[src/hks_pkg.sv]
// hks_pkg: shared constants, register indexes, controller states and the
// command/status structs for the heap-based rank selector.
// No dependencies.
package hks_pkg;

   // Fixed field widths
   localparam int VALUE_W    = 32;
   localparam int COUNT_W    = 8;
   localparam int RANK_W     = 7;
   localparam int CSR_DATA_W = 8;
   localparam int CSR_IDX_W  = 1;

   // Default store size
   localparam int DEFAULT_STORE_DEPTH = 128;

   // Register indexes
   localparam logic [CSR_IDX_W-1:0] REG_ELEMENT_COUNT = 1'd0;
   localparam logic [CSR_IDX_W-1:0] REG_RANK          = 1'd1;

   // Register reset values
   localparam logic [COUNT_W-1:0] ELEMENT_COUNT_RESET = 8'd100;
   localparam logic [RANK_W-1:0]  RANK_RESET          = 7'd10;

   // Controller states
   typedef enum logic [3:0] {
      ST_IDLE,
      ST_SETUP,
      ST_BUILD_NEXT,
      ST_REMOVE_NEXT,
      ST_HELD_WAIT,
      ST_SIFT_TEST,
      ST_CHILD_L,
      ST_CHILD_R,
      ST_DECIDE,
      ST_READ_TOP,
      ST_TOP_WAIT
   } state_type;

   // Controller to datapath
   typedef struct packed {
      logic load_item;
      logic setup;
      logic build_read;
      logic remove_read;
      logic capture_held;
      logic read_left;
      logic capture_left;
      logic read_right;
      logic capture_right;
      logic write_held;
      logic write_cand;
      logic read_top;
      logic load_rsp;
   } cmd_type;

   // Datapath to controller
   typedef struct packed {
      logic set_last;
      logic bld_zero;
      logic rem_zero;
      logic heap_end_zero;
      logic kid_gt_last;
      logic kid_lt_last;
      logic right_better;
      logic held_wins;
      logic rsp_free;
   } status_type;

endpackage

[src/hks_ctrl.sv]
// hks_ctrl: controller state machine that sequences load, heap build,
// removals and result hand-off.
// Depends on hks_pkg.
module hks_ctrl (
   input  logic                 clock,
   input  logic                 reset,
   input  logic                 req_valid,
   output logic                 req_ready,
   input  hks_pkg::status_type  status,
   output hks_pkg::cmd_type     cmd,
   output hks_pkg::state_type   fsm_state
);

   hks_pkg::state_type state_ff, state_in;
   logic               build_phase_ff, build_phase_in;
   hks_pkg::state_type sift_return;

   // Where a finished sift goes back to
   assign sift_return = build_phase_ff ? hks_pkg::ST_BUILD_NEXT : hks_pkg::ST_REMOVE_NEXT;

   // Next state
   always_comb begin
      state_in       = state_ff;
      build_phase_in = build_phase_ff;
      unique case (state_ff)
         hks_pkg::ST_IDLE: begin
            if (req_valid && status.set_last) begin
               state_in = hks_pkg::ST_SETUP;
            end
         end
         hks_pkg::ST_SETUP: begin
            state_in       = hks_pkg::ST_BUILD_NEXT;
            build_phase_in = 1'b1;
         end
         hks_pkg::ST_BUILD_NEXT: begin
            if (status.bld_zero) begin
               state_in       = hks_pkg::ST_REMOVE_NEXT;
               build_phase_in = 1'b0;
            end else begin
               state_in = hks_pkg::ST_HELD_WAIT;
            end
         end
         hks_pkg::ST_REMOVE_NEXT: begin
            state_in = status.rem_zero ? hks_pkg::ST_READ_TOP : hks_pkg::ST_HELD_WAIT;
         end
         hks_pkg::ST_HELD_WAIT: state_in = hks_pkg::ST_SIFT_TEST;
         hks_pkg::ST_SIFT_TEST: begin
            state_in = status.kid_gt_last ? sift_return : hks_pkg::ST_CHILD_L;
         end
         hks_pkg::ST_CHILD_L: begin
            state_in = status.kid_lt_last ? hks_pkg::ST_CHILD_R : hks_pkg::ST_DECIDE;
         end
         hks_pkg::ST_CHILD_R: state_in = hks_pkg::ST_DECIDE;
         hks_pkg::ST_DECIDE: begin
            state_in = status.held_wins ? sift_return : hks_pkg::ST_SIFT_TEST;
         end
         hks_pkg::ST_READ_TOP: state_in = hks_pkg::ST_TOP_WAIT;
         hks_pkg::ST_TOP_WAIT: begin
            if (status.rsp_free) begin
               state_in = hks_pkg::ST_IDLE;
            end
         end
         default: state_in = hks_pkg::ST_IDLE;
      endcase
   end

   // Outputs
   always_comb begin
      cmd       = '0;
      req_ready = 1'b0;
      unique case (state_ff)
         hks_pkg::ST_IDLE: begin
            req_ready     = 1'b1;
            cmd.load_item = req_valid;
         end
         hks_pkg::ST_SETUP:       cmd.setup = 1'b1;
         hks_pkg::ST_BUILD_NEXT:  cmd.build_read = !status.bld_zero;
         hks_pkg::ST_REMOVE_NEXT: cmd.remove_read = !status.rem_zero;
         hks_pkg::ST_HELD_WAIT:   cmd.capture_held = 1'b1;
         hks_pkg::ST_SIFT_TEST: begin
            cmd.write_held = status.kid_gt_last;
            cmd.read_left  = !status.kid_gt_last;
         end
         hks_pkg::ST_CHILD_L: begin
            cmd.capture_left = 1'b1;
            cmd.read_right   = status.kid_lt_last;
         end
         hks_pkg::ST_CHILD_R: cmd.capture_right = status.right_better;
         hks_pkg::ST_DECIDE: begin
            cmd.write_held = status.held_wins;
            cmd.write_cand = !status.held_wins;
         end
         hks_pkg::ST_READ_TOP: cmd.read_top = 1'b1;
         hks_pkg::ST_TOP_WAIT: cmd.load_rsp = status.rsp_free;
         default: ;
      endcase
   end

   always_ff @(posedge clock) begin
      if (reset) begin
         state_ff       <= hks_pkg::ST_IDLE;
         build_phase_ff <= 1'b0;
      end else begin
         state_ff       <= state_in;
         build_phase_ff <= build_phase_in;
      end
   end

   assign fsm_state = state_ff;

endmodule

[config.mk]
export PLATFORM = sky130hd
export DESIGN_NAME = hks_ctrl
export DESIGN_NICKNAME = d
export VERILOG_FILES = /design/src/hks_pkg.sv /design/src/hks_ctrl.sv
export SDC_FILE = /design/constraint.sdc
export NUM_CORES = 1
export LEC_CHECK = 0
export ABC_AREA = 1
export BUFFER_PORTS_ARGS = -buffer_cell sky130_fd_sc_hd__buf_2
export CAP_MARGIN = 30
export CELL_PAD_IN_SITES_DETAIL_PLACEMENT = 0
export CELL_PAD_IN_SITES_GLOBAL_PLACEMENT = 1
export CORE_MARGIN = 3
export CORE_UTILIZATION = 25
export DETAILED_ROUTE_END_ITERATION = 10
export PLACE_DENSITY = 0.9
export REMOVE_ABC_BUFFERS = 1
export SETUP_SLACK_MARGIN = 0.1
export SYNTH_ARGS = -nofsm -noshare
export SYNTH_HDL_FRONTEND = slang
export SYNTH_SLANG_ARGS = --single-unit
[constraint.sdc]
create_clock -name clock -period 1.92 [get_ports clock]
set_input_delay 0.096 -clock clock [delete_from_list [all_inputs] [get_ports clock]]
set_output_delay 0.096 -clock clock [all_outputs]
set_load 0.005 [all_outputs]
### After elaboration in Yosys (flattened, before gate mapping)

Cells that the tools add are included.

| word-level totals | value |
|---|---|
| bits in registers | 5 |
| input bits | 12 |

| cells by class | value |
|---|---|
| mux-type cells | 24 |
| eq/ne operators | 13 |
| reductions and logical operators | 9 |

Operators by type and width:

| cell | count |
|---|---|
| $pmux 4 s11 | 1 |
| $eq 4x3->1 const B | 4 |
| $mux 4 | 4 |
| $mux 1 | 13 |
| $eq 4x4->1 const B | 3 |
| $mux 3 | 3 |
| $eq 4x2->1 const B | 2 |
| $ne 2x2->1 const B | 3 |
| $eq 4x1->1 const B | 1 |
| $logic_not 1->1 | 4 |
| $logic_not 4->1 | 1 |
| $pmux 1 s2 | 2 |
| $reduce_and 2->1 | 2 |
| $mux 2 | 1 |
| $reduce_bool 2->1 | 1 |
| $logic_and 1x1->1 | 1 |

### Longest topological paths before layout

Gate-level depths: netlist of run 1.

| logic depth | value |
|---|---|
| depth in word-level cells | 3 |
| depth in mapped cells | 9 |
| mapped depth without buffers | 9 |

### Least setup slack after synthesis of run 1

No wires, ideal clock.

| path | value |
|---|---|
| path type | reg2reg |
| start point | reg state_ff[0] (netlist: fsm_state[0]) |
| end point | reg state_ff[0] (netlist: fsm_state[0]) |
| library setup time | 109 ps |
| clock period less this slack | 1090 ps |
| buffers on the path | 0 |
| path slack | 830 ps |
| cell stages (with the launch flop) | 10 |
| data arrival time | 981 ps |
| data required time | 1811 ps |
| cells stage by stage | dfxtp_1 -> inv_1 -> nand2_2 -> inv_1 -> nand3_1 -> nand2_1 -> nor2_1 -> nand2_1 -> nand2_1 -> nor2_1 |

| between the ends | value |
|---|---|
| word-level cells in the longest chain between the ends | 3 |
| elaborated cells on any way between the ends | 15 |
| classes of those cells | 12 x eq/ne; 1 x mux; 2 x reduce/logical |

Ends and longest elaborated chain:

| what | line | RTL |
|---|---|---|
| start: declaration | hks_ctrl.sv:14 | `hks_pkg::state_type state_ff, state_in;` |
| start signal: assignment | hks_ctrl.sv:101 | `state_ff <= hks_pkg::ST_IDLE;` |
| start signal: assignment | hks_ctrl.sv:104 | `state_ff <= state_in;` |
| $eq 4x4->1 / $logic_not 4->1 (equally long branches) | hks_ctrl.sv:25 | `unique case (state_ff)` |
| $ne 2x2->1 (no line) | n/a |  |
| $reduce_and 2->1 (no line) | n/a |  |

Several ways; a longest one is shown, not always the timed one.
A chain may end at the register's enable or synchronous reset.

==> results of run 1 <==
metrics by stage:
stage	power [µW]	util, %	hold slack (ps)
floorplan	305	-	165
global placement	395	38.2	323
detailed placement	400	38.2	328
CTS	525	39.8	69.2
global route	568	39.8	74.2
finish	515	39.8	70.9
critical path, cell delays in order, from the launching register on:
cell	delay, ps
sky130_fd_sc_hd__dfxtp_1	340
sky130_fd_sc_hd__nor2_1	280
sky130_fd_sc_hd__inv_1	90
sky130_fd_sc_hd__nor2_1	90
sky130_fd_sc_hd__nand2_1	80
sky130_fd_sc_hd__inv_1	50
sky130_fd_sc_hd__buf_2	100
power by group through the flow:
stage          Clock (µW)  Combinational (µW)  Sequential [µW]
2_1_floorplan           0                 153              152
3_3_place_gp            0                 242              153
3_5_place_dp            0                 245              155
4_1_cts               126                 246              152
5_1_grt               135                 277              156
6_report              119                 243              152
cells by family after synthesis:
logic type	share of synthesized area (%)
flops	22.7
buf+inv	17.0
compound gates	5.38
simple gates	55.0
flip-flops by register name (all words and copies together), names as in the netlist:
name,cells
build_phase_ff,1
fsm_state,4
metal layers:
layer  wire length, µm  part of all wire (%)  track usage [%]  up-vias
li1                  -                     -                -      316
met1               598                    48             13.0      249
met2               549                    44             20.3       19
met3                93                   7.5             2.26        0
met4                 0                     0             4.84        0
met5                 0                     0                0        -
placed cells by master (no fill, tap or decap), drive strengths merged:
master	synthesis	final
nand4	1	1
nor2	18	18
nor3	3	3
buf	0	28
o21ai	1	1
nand2	25	25
nand3	7	7
clkbuf	0	4
dfxtp	5	5
a21oi	3	3
nor3b	1	1
inv	20	20
final cells by class:
type	instances	area [µm²]	area share, %
clock buffer	4	26.3	4.18
inverter	20	75.1	12.0
multi-input combinational	59	267	42.4
sequential	5	100	15.9
tap	16	20.0	3.19
timing repair buffer	28	140	22.3
worst max path at each step:
stage / start / endpoint / slack (ps) / depth (start not counted)
floorplan: fsm_state[0] / fsm_state[0] / 830 / 9
global placement: fsm_state[0] / fsm_state[0] / 720 / 9
detailed placement: fsm_state[0] / fsm_state[0] / 700 / 9
CTS: fsm_state[2] / cmd[10] / 530 / 6
global route: fsm_state[2] / cmd[10] / 410 / 6
finish: fsm_state[2] / cmd[10] / 550 / 6
==> run summary, run 1 <==
The final antenna diode count was 0. The tree built by TritonCTS fans out to 5 sinks. By area the synthesized netlist is led by sky130_fd_sc_hd__dfxtp_1, sky130_fd_sc_hd__nand2_1, sky130_fd_sc_hd__inv_1. The portion of total power attributed to combinational logic is 47.3%, and the source-to-sink clock delay at the later pin of the worst-skew pair is 240 ps.

The synthesized design contains 0 enable-type register cells. For this run, the leading register cell type out of synthesis is sky130_fd_sc_hd__dfxtp_1. The detailed-route vias per instance is 4.42. Final routed DRC violation total: 0.

The placed instances occupy a cell area of 602 µm². Counting cells, the worst reg-to-reg path comes to 9. In this run the remaining antenna-violating nets after routing total 0.

The clock root buffer is sky130_fd_sc_hd__clkbuf_4. After detailed routing, the average wire length per cell comes to 9.40 µm. The synthesized area per cell was 5.26 µm². Cells with a size suffix above 1 make up 31.9% of the layout. Summed over all layers, the global routing overflow is 0. At the worst endpoint, the required time is 1820 ps. In the synthesized netlist the async set-or-reset flop fraction comes to 0%. The type of element launching the critical path was a flop. The run gives 29.6% as the relative contribution of sequential cells to total power. The final critical-path share of the clock period is 71.3%, and the last weighted congestion value of the routability-driven placer is 0.807. The proportion of power drawn by the clock network was 23.1%.

For the number of placement rows, the log shows 14. Summed over all instances, the cell type with the most area after synthesis is sky130_fd_sc_hd__dfxtp_1. The hold path depth came out at 2.

The first-pass GRT wire length came out at 1860 µm. By count the netlist is led by sky130_fd_sc_hd__nand2_1, sky130_fd_sc_hd__inv_1, sky130_fd_sc_hd__nor2_1. The register-to-register path setup slack was 700 ps; the power density over cell area was 819 nW/µm². The floorplan step defined a die boundary enclosing 2310 µm². TritonCTS built the clock tree. The worst setup path is captured at an output pin. The tools report the gate count after technology mapping as 84. Worst hold path startpoint: reset. The worst setup path is of the reg -> out kind. The synthesized netlist occupies a cell area of 442 µm².

For the standby leakage power, the log shows 0.000430 µW. The tools report the reg-to-reg endpoint as fsm_state[0]. Total clock buffers created by CTS: 3. In this run, placement finished with an instance count of 128. Setup slack on the critical path of the routed design comes to 550 ps.

The class of the tightest hold or removal check is in -> reg. Of all nets on the critical path, the largest fanout is 5. Total of flip-flops plus latches after synthesis: 5.

The max-slew violation count came out at 0. The logs give 5 for the initial DRC count and 1580 µm² for the area of the core region. The most common cell in the synthesized netlist is sky130_fd_sc_hd__nand2_1. Max-cap violations in this run came to 0.

The run gives 79.5% as the remaining max-slew budget at the tightest pin. The routed design could run at a clock period as short as 1370 ps. Post-CTS repair changed the size of 0 cells. During I/O placement, the number of pins put on the boundary was 30. Summed over its instances, the top area cell type makes up 22.7% of the synthesized netlist area.

The run gives 730 MHz as the highest clock frequency the design can meet. The filler cells instantiated in the layout total 184. Initial antenna violation count: 0. The routed design has 1240 µm of wire. The synthesized netlist contains 13 unique library cells. Net switching is 41.8% of the power. Via count of the first global-routing pass: 496. Once layout is done, the placed cells without fillers occupy 628 µm².

The internal power of the cells totals 300 µW. Entering global routing, the biggest net connects 8 pins. Post-route non-filler standard cell count: 132. Total number of vias: 584. The synthesis-to-layout area growth was 42.2%.

The clock transition at the register clock pins on the worst setup and hold paths after CTS is 40 ps, and the starting density of the core is 28.0%. Number of endpoints with negative hold slack in the final report: 0. For the number of nets in the layout, the log shows 129.

Setup violations remaining at the end of the flow were counted as 0. Setup repair after global routing left no endpoint under its margin. At the worst endpoint, the arrival time is 1270 ps. The HPWL after detailed placement is 1090 µm. For this run, the register share of the synthesized area comes to 22.7%. In this run the deepest clock path goes through 2 buffers. The flow ran to the end, and the final reports show no timing, DRC or antenna violations. The yosys synthesis warning count was 0; the number of buffers added to fix hold violations after cts was 0. The number of buffers inserted to repair setup after CTS came out at 0. The height of the die was 48.0 µm. The startpoint of the worst register-to-register path is fsm_state[0]. Buffers placed on the I/O ports in this run total 28.

The clock arrives with 4.25 ps of skew. The overall routing resource usage was 11.4%; the level count of the clock H-tree was 1. Prior to clock tree synthesis, the placed netlist has a worst setup slack of 704 ps. The net switching power came out at 215 µW. Terminating pin of the worst hold path: fsm_state[0]. The sum of negative setup slack is 0 ps, and the actual transition at the worst max-transition pin is 306 ps. The pre-antenna-repair detailed-routing pass consisted of 4 iterations. In this run the horizontal extent of the chip is 48.0 µm.

For the peak ir drop on the vdd network, the log shows 339 µV.
(Power assumes the default switching activity.)
==> run 2: changes to the inputs <==
ABC_AREA = 0   (was 1)
CORE_UTILIZATION = 27   (was 25)
PLACE_DENSITY = 0.84   (was 0.9)
clock period = 1.1 ns   (was 1.92 ns; I/O delays follow)
==> run 2 against run 1 <==
The flow now finishes with violations (setup timing). Non-clock buffer count grew 41. Cell area rose by 110%. Flip-flop and latch count stayed put. Global-route usage is 7.1 points higher. Sequential share of layout area decreased by 7.3 points. Sequential power grew 130%. Critical path type is now reg -> reg. Critical endpoint is now fsm_state[3].
==> run summary, run 2 <==
The run finished, with violations left. The final reports fail on setup timing. The tools report the type of element launching the critical path as a flop (unchanged).

The switching fraction of total power came out at 39.9% (was 41.8%). For the worst clock skew, the log shows 7.62 ps (was 4.25 ps). The final critical path takes up 134% of the cycle. The cell family with the largest share of critical-path delay is compound AO/OA/AOI/OAI gates (was simple AND/OR/NAND/NOR gates). The portion of total power attributed to combinational logic is 79.6% (was 47.3%), and the overflow left after global routing is 0 (unchanged). The post-detailed-placement half-perimeter wirelength was 1620 µm (was 1090 µm). Commonest register cell after synthesis: sky130_fd_sc_hd__dfxtp_1 (unchanged). Level count of the clock H-tree: 1 (unchanged). Peak ir drop on the vdd network: 1250 µV (was 339 µV). The initial DRC count came out at 11 (was 5).

The logs give 160 (was 184) for the final-layout fill cell count and -280 ps (was 704 ps) for the setup slack at placement. The height of the die is 53.4 µm (was 48.0 µm), and the maximum net fanout on the critical path is 4 (was 5). Final antenna diode count: 0 (unchanged). For the highest clock frequency the design can meet, the log shows 679 MHz. Largest area contributor in the synthesized netlist: sky130_fd_sc_hd__dfxtp_1 (unchanged). The yosys synthesis warning count came out at 0 (unchanged). The number of distinct library cells after synthesis was 34 (was 13); the number of placement rows was 16 (was 14). The count of flip-flops with a built-in enable after synthesis was 0 (unchanged); the number of flip-flops under the largest register name was 4 (unchanged).

The post-route non-filler standard cell count is 170 (was 132), and the count of max-cap constraint violations is 0 (unchanged). For the endpoint arrival time on the critical path, the log shows 1660 ps (was 1270 ps). The logs give 849 (was 496) for the via count of the first global-routing pass and 30 (unchanged) for the number of top-level pins. The total clock buffers created by CTS was 3 (unchanged). The final setup violation count was 19 (was 0).

The proportion of power drawn by the clock network came out at 8.1% (was 23.1%). The delay of the slowest cell on the worst path was 360 ps (was 340 ps). The number of nets in the layout was 156 (was 129). The share of async-settable or async-resettable flops after synthesis came out at 0% (unchanged).

Critical path start-end classification: reg -> reg (was reg -> out). The initial antenna violation count was 0 (unchanged); the synthesized area per cell was 7.76 µm² (was 5.26 µm²). The tools report the final design area excluding fillers as 1340 µm² (was 628 µm²). The starting density of the core came out at 29.7% (was 28.0%).

The tools report the maximum number of pins on one net before global-route repair as 9 (was 8). The cell-internal power is 1740 µW (was 300 µW), and the number of endpoints with negative hold slack in the final report is 0 (unchanged). The tools report the category of the worst setup path capture point as a flop (was an output pin).

The final wirelength is 2960 µm (was 1240 µm), and the remaining max-slew budget at the tightest pin is 75.1% (was 79.5%). Actual transition at the worst max-transition pin: 372 ps (was 306 ps). Critical path cell sequence: buf_6, buf_6, or3b_4, a211o_1, a21oi_2 (was nor2_1, inv_1, nor2_1, nand2_1, inv_1, buf_2). The relative contribution of sequential cells to total power is 12.3% (was 29.6%). The tools report the standby leakage power as 0.000574 µW (was 0.000430 µW). The width of the die is 53.4 µm (was 48.0 µm), and the post-place instance area is 898 µm² (was 602 µm²). Post-synth top cells: sky130_fd_sc_hd__nor3_1, sky130_fd_sc_hd__a211oi_1, sky130_fd_sc_hd__dfxtp_1, sky130_fd_sc_hd__nand2b_1, sky130_fd_sc_hd__nor2_1 (was sky130_fd_sc_hd__nand2_1, sky130_fd_sc_hd__inv_1, sky130_fd_sc_hd__nor2_1). The most numerous cell in the Yosys netlist was sky130_fd_sc_hd__nor3_1 (was sky130_fd_sc_hd__nand2_1). The clock root buffer is sky130_fd_sc_hd__clkbuf_4 (unchanged). The residual antenna-violating net count after detailed routing is 0 (unchanged), and the maximum number of buffers from clock root to sink is 2 (unchanged). The class of the tightest hold or removal check is in -> reg (unchanged). The max-slew violation count was 0 (unchanged). The power density over cell area was 2160 nW/µm² (was 819 nW/µm²).

The final routed DRC violation total was 0 (unchanged); the cell count after placement was 149 (was 128). Total of flip-flops plus latches after synthesis: 5 (unchanged). Among the stages of the critical path, the cell type that occurs most often is sky130_fd_sc_hd__buf_6. The clock transition at the register clock pins on the worst setup and hold paths after CTS is 50 ps (was 40 ps). For the total clock sinks, the log shows 5 (unchanged). TritonCTS built the clock tree.

Source-to-sink clock delay at the later pin of the worst-skew pair: 260 ps (was 240 ps). The number of buffers inserted by port buffering is 28 (unchanged). The detailed-route vias per instance is 5.48 (was 4.42). Setup repair after global routing could not meet its margin everywhere. Area of the core region: 2040 µm² (was 1580 µm²). The die outline area was 2850 µm² (was 2310 µm²); the worst setup slack after layout was -373 ps (was 550 ps).

The tools report the proportion of synthesized chip area in sequential cells as 16.5% (was 22.7%). The last weighted congestion value of the routability-driven placer is 0.906 (was 0.807), and the number of buffers and inverters on the critical path is 2 (was 3). The final worst hold slack was 28.0 ps (was 70.9 ps). The logs give 1290 ps (was 1820 ps) for the data required time of the worst path and 65.6% (was 39.8%) for the core utilization of the finished layout. The synthesis-to-layout area growth was 121% (was 42.2%).

The top cell type's share of synthesized area was 16.5% (was 22.7%); the gate count after technology mapping was 78 (was 84). Top cells by area in the synthesized netlist: sky130_fd_sc_hd__dfxtp_1, sky130_fd_sc_hd__a211oi_1, sky130_fd_sc_hd__buf_6 (was sky130_fd_sc_hd__dfxtp_1, sky130_fd_sc_hd__nand2_1, sky130_fd_sc_hd__inv_1). The net switching power was 1150 µW (was 215 µW); the post-layout minimum cycle time was 1470 ps.

The run gives 5 (was 4) as the number of detailed-route iterations in the first pass. The share of final-layout standard cells stronger than drive strength 1 was 72.0% (was 31.9%). The overall routing resource usage was 18.5% (was 11.4%); the average wire per standard cell was 17.4 µm (was 9.40 µm). Slowest cell on the critical path: sky130_fd_sc_hd__or3b_4 (was sky130_fd_sc_hd__dfxtp_1).

The first-pass GRT wire length came out at 3770 µm (was 1860 µm). The most common cell after layout, fill and taps aside was sky130_fd_sc_hd__buf_2 (unchanged). Most frequent cells in the layout: sky130_fd_sc_hd__buf_2, sky130_fd_sc_hd__buf_4, sky130_fd_sc_hd__buf_6 (was sky130_fd_sc_hd__buf_2, sky130_fd_sc_hd__nand2_1, sky130_fd_sc_hd__inv_1). Total number of vias: 932 (was 584).

The summed instance area of the synthesized netlist came out at 606 µm² (was 442 µm²).
run 2: changes by cell type after synthesis, sizes merged, moves of 6 or more:
| cell | delta |
|---|---|
| buf | +8 |
| inv | -18 |
| nand2 | -23 |
| nand3 | -6 |
| nor2 | -13 |
run 2: logic make-up (layout without fill, tap and decap cells):
kind of cell	after synthesis	in the layout	share of synthesized area [%]
AO/OA/AOI/OAI	19	19	22.5
buffers and inverters	10	75	11.4
flip-flops	5	5	16.5
multiplexers	1	1	1.65
AND/OR/NAND/NOR	43	43	47.9
run 2: final cells by class:
class                           count  area, µm²  share of cell area [%]
Sequential cell                     5        115                    8.60
Tap cell                           27       33.8                    2.52
Timing Repair Buffer               69        553                    41.3
Multi-Input combinational cell     63        603                    45.0
Clock buffer                        4       26.3                    1.96
Inverter                            2       7.51                   0.561
run 2: worst paths after layout:
check | startpoint | slack (ps) | cells past startpoint | end
min reg2reg | build_phase_ff | 580 | 2 | build_phase_ff
min | reset | 30 | 2 | fsm_state[1]
max reg2reg | fsm_state[0] | -370 | 5 | fsm_state[3]
max | fsm_state[0] | -370 | 5 | fsm_state[3]
run 2: power groups by stage:
stage	Clock, µW	Sequential [µW]	Combinational [µW]
after floorplan	0	452	457
after global placement	0	318	1300
after detailed placement	0	324	1320
after CTS	237	335	1670
after global routing	245	365	2450
final	233	357	2300
run 2: per-stage QoR:
| step | TNS, ps | total power [µW] |
|---|---|---|
| 3_5_place_dp | -2420 | 1640 |
| 6_report | -4790 | 2890 |
| 5_1_grt | -5640 | 3060 |
| 4_1_cts | -4770 | 2250 |
| 2_1_floorplan | -1540 | 909 |
| 3_3_place_gp | -2220 | 1620 |
run 2: repair_timing:
item | 4_1_cts | 5_1_grt
hold endpoints to repair | 1 | 0
buffers inserted | 9 | 7
hold buffers | 1 | 0
resized for setup | 33 | 29
pin swaps | 13 | 10
endpoints found under the setup margin | 22 | 22
gates cloned | 0 | 0
run 2: routing by layer:
metal	vias to the layer above	share of wire [%]	global-route usage [%]
li1	428	-	-
met1	452	40	19.7
met2	46	52	33.3
met3	6	6.5	3.38
met4	0	2.1	10.6
met5	-	0	0
run 2: worst reg2reg max path: cells and delay by family (launching register included):
family                 cells  cell delay (ps)
and+or+nand+nor            1              360
buffers and inverters      2              240
AOI/OAI and AO/OA          2              460
DFF                        1              350
==> run 3: changes to the inputs <==
SETUP_SLACK_MARGIN = 0.5   (was 0.1)
==> run 3 against run 2 <==
The run ends with hold timing, setup timing left. Die area did not move. Cell area grew 0.37%. Non-clock buffer count increased by 3. Utilization grew 0.25 points. Combinational power down 3%. Clock skew grew 6.4 ps. Clock-buffer cell count unchanged. Largest cell class unchanged. Largest power group unchanged.
==> run summary, run 3 (synthesis gave the netlist of run 2 again) <==
The worst setup slack after layout is -357 ps (was -373 ps), and the level count of the clock H-tree is 1 (unchanged). Overall power of the completed layout: 2840 µW (was 2890 µW). The number of detailed-route iterations in the first pass is 4 (was 5), and the worst clock skew is 14.0 ps (was 7.62 ps). The area of the core region was 2040 µm² (unchanged); the routing usage on met3 was 2.25% (was 3.38%). The reg-to-reg endpoint was fsm_state[3] (unchanged).

The logs give 0.000585 µW (was 0.000574 µW) for the standby leakage power and 34.9% (was 33.3%) for the met2 track demand over resource. The number of nets in the layout is 159 (was 156), and the share of final-layout standard cells stronger than drive strength 1 is 71.9% (was 72.0%). The run gives 16 (unchanged) as the number of placement rows. The post-place instance area came out at 898 µm² (unchanged). The tools report the final-layout fill cell count as 156 (was 160). The logs give 0 (unchanged) for the count of max-cap constraint violations and 8.2% (was 8.1%) for the proportion of power drawn by the clock network. The layer with the highest usage was met2 (unchanged). The number of buffers inserted by port buffering came out at 28 (unchanged). The die outline area was 2850 µm² (unchanged); the number of top-level pins was 30 (unchanged).

The tools report the clock root buffer as sky130_fd_sc_hd__clkbuf_4 (unchanged). The max-slew violation count was 0 (unchanged). Violations in the final reports: hold timing, setup timing (was setup timing). Number of endpoints with negative hold slack in the final report: 1 (was 0). The tools report the final design area excluding fillers as 1340 µm² (about the same). Endpoint arrival time on the critical path: 1400 ps (was 1660 ps). The net switching power came out at 1140 µW (was 1150 µW).

The maximum number of buffers from clock root to sink was 2 (unchanged); the final routed DRC violation total was 0 (unchanged). Maximum net fanout on the critical path: 6 (was 4). For the relative contribution of sequential cells to total power, the log shows 12.7% (was 12.3%). The height of the die came out at 53.4 µm (unchanged).

The first-pass GRT wire length was 3820 µm (was 3770 µm); the final setup violation count was 20 (was 19). TritonCTS built the clock tree. Overflow left after global routing: 0 (unchanged). The total clock buffers created by CTS is 3 (unchanged), and the highest clock frequency the design can meet is 686 MHz (was 679 MHz). Total clock sinks: 5 (unchanged). The switching fraction of total power came out at 40.2% (was 39.9%). Overall routing resource usage: 18.7% (was 18.5%).

The met1 track utilization from global routing is 20.5% (was 19.7%). The starting density of the core was 29.7% (unchanged); the final critical-path share of the clock period was 132% (was 134%). The type of element launching the critical path was a flop (unchanged). The via count of the first global-routing pass is 838 (was 849), and the total number of vias is 938 (was 932). The final worst hold slack came out at -0.207 ps (was 28.0 ps). The tools report the final wirelength as 2950 µm (was 2960 µm). The width of the die came out at 53.4 µm (unchanged). The synthesis-to-layout area growth works out to 122% (was 121%). The tools report the residual antenna-violating net count after detailed routing as 0 (unchanged). The data required time of the worst path was 1040 ps (was 1290 ps). Setup repair after global routing could not meet its margin everywhere.

The source-to-sink clock delay at the later pin of the worst-skew pair is 260 ps (about the same), and the final antenna diode count is 0 (unchanged). The portion of total power attributed to combinational logic is 79.1% (was 79.6%). The run finished, with violations left. The detailed-route vias per instance works out to 5.42 (was 5.48). The sequential cell area was 115 µm² (unchanged); the post-layout minimum cycle time was 1460 ps (was 1470 ps). Category of the worst setup path capture point: an output pin (was a flop). Most frequent cells in the layout: sky130_fd_sc_hd__buf_6, sky130_fd_sc_hd__buf_4, sky130_fd_sc_hd__buf_2 (was sky130_fd_sc_hd__buf_2, sky130_fd_sc_hd__buf_4, sky130_fd_sc_hd__buf_6).

The actual transition at the worst max-transition pin is 389 ps (was 372 ps), and the last weighted congestion value of the routability-driven placer is 0.906 (unchanged). The hold path depth came out at 2 (unchanged). The startpoint of the worst register-to-register path is fsm_state[0] (unchanged). The post-detailed-placement half-perimeter wirelength came out at 1620 µm (unchanged).

The class of the tightest hold or removal check is in -> reg (unchanged). The logs give 0 (unchanged) for the initial antenna violation count and 1700 µW (was 1740 µW) for the cell-internal power. The critical path start-end classification was reg -> out (was reg -> reg). The terminating pin of the worst hold path was fsm_state[3] (was fsm_state[1]).

Maximum number of pins on one net before global-route repair: 9 (unchanged). Average wire per standard cell: 17.0 µm (was 17.4 µm). The worst hold path startpoint is reset (unchanged). The path depth of the worst reg2reg path was 5 (unchanged); the register-to-register path setup slack was -350 ps (was -370 ps). The initial DRC count was 18 (was 11).

The number of flip-flops under the largest register name is 4 (unchanged), and the power density over cell area is 2110 nW/µm² (was 2160 nW/µm²). The peak ir drop on the vdd network is 1240 µV (was 1250 µV), and the remaining max-slew budget at the tightest pin is 73.9% (was 75.1%). The multi-input gate area in the final layout was 581 µm² (was 603 µm²); the clock transition at the register clock pins on the worst setup and hold paths after CTS was 50 ps (about the same).
[run 3: cell count changes in the layout (fill, tap and decap cells not counted), sizes merged]
| cell | change |
|---|---|
| buf | +4 |
| dlygate4sd3 | -1 |
[run 3: worst max-delay path: stages, from the launching register on]
cell	delay, ps
sky130_fd_sc_hd__dfxtp_4	360
sky130_fd_sc_hd__buf_6	130
sky130_fd_sc_hd__nor4_4	280
sky130_fd_sc_hd__buf_4	150
sky130_fd_sc_hd__and2_4	120
sky130_fd_sc_hd__buf_6	80
[run 3: metrics by stage]
stage                     setup TNS, ps  utilization, %  hold slack, ps  setup WS [ps]  cells
final                             -4850            65.8          -0.207           -357    173
after global routing              -5790            65.8            11.8           -420    173
after CTS                         -4870            57.2           -6.71           -344    164
after detailed placement          -2420            44.0             279           -280    149
after global placement            -2220            44.0             279           -319    149
after floorplan                   -1540               -             117           -415     70
[run 3: final cells by class]
| type | instances | share of cell area (%) |
|---|---|---|
| multi-input combinational | 63 | 43.2 |
| timing repair buffer | 72 | 43.2 |
| sequential | 5 | 8.57 |
| tap | 27 | 2.51 |
| clock buffer | 4 | 1.96 |
| inverter | 2 | 0.559 |
[run 3: power by group through the flow]
stage	registers, µW	logic, µW	clock network, µW
6_report	360	2240	232
5_1_grt	375	2380	244
4_1_cts	334	1760	237
3_5_place_dp	324	1320	0
3_3_place_gp	318	1300	0
2_1_floorplan	452	457	0
[run 3: what timing repair did]
item / CTS / global route
endpoints found under the setup margin: 23 / 23
endpoints found under the hold margin: 1 / 0
setup buffers: 11 / 9
resized for setup: 38 / 25
pin swaps: 13 / 13
[run 3: how the worst max path moves through the flow]
stage / from / endpoint / slack (ps) / cells after the start
5_1_grt: fsm_state[2] / cmd[12] / -420 / 5
2_1_floorplan: fsm_state[1] / fsm_state[2] / -410 / 3
6_report: fsm_state[2] / cmd[12] / -360 / 5
4_1_cts: fsm_state[0] / cmd[10] / -340 / 5
3_3_place_gp: fsm_state[2] / fsm_state[2] / -320 / 4
3_5_place_dp: fsm_state[2] / fsm_state[2] / -280 / 4
[run 3: routing by layer]
metal	wire, µm	vias to the layer above	part of all wire, %
li1	-	431	-
met1	1260	455	43
met2	1430	44	49
met3	184	8	6.2
met4	68	0	2.3
met5	0	-	0
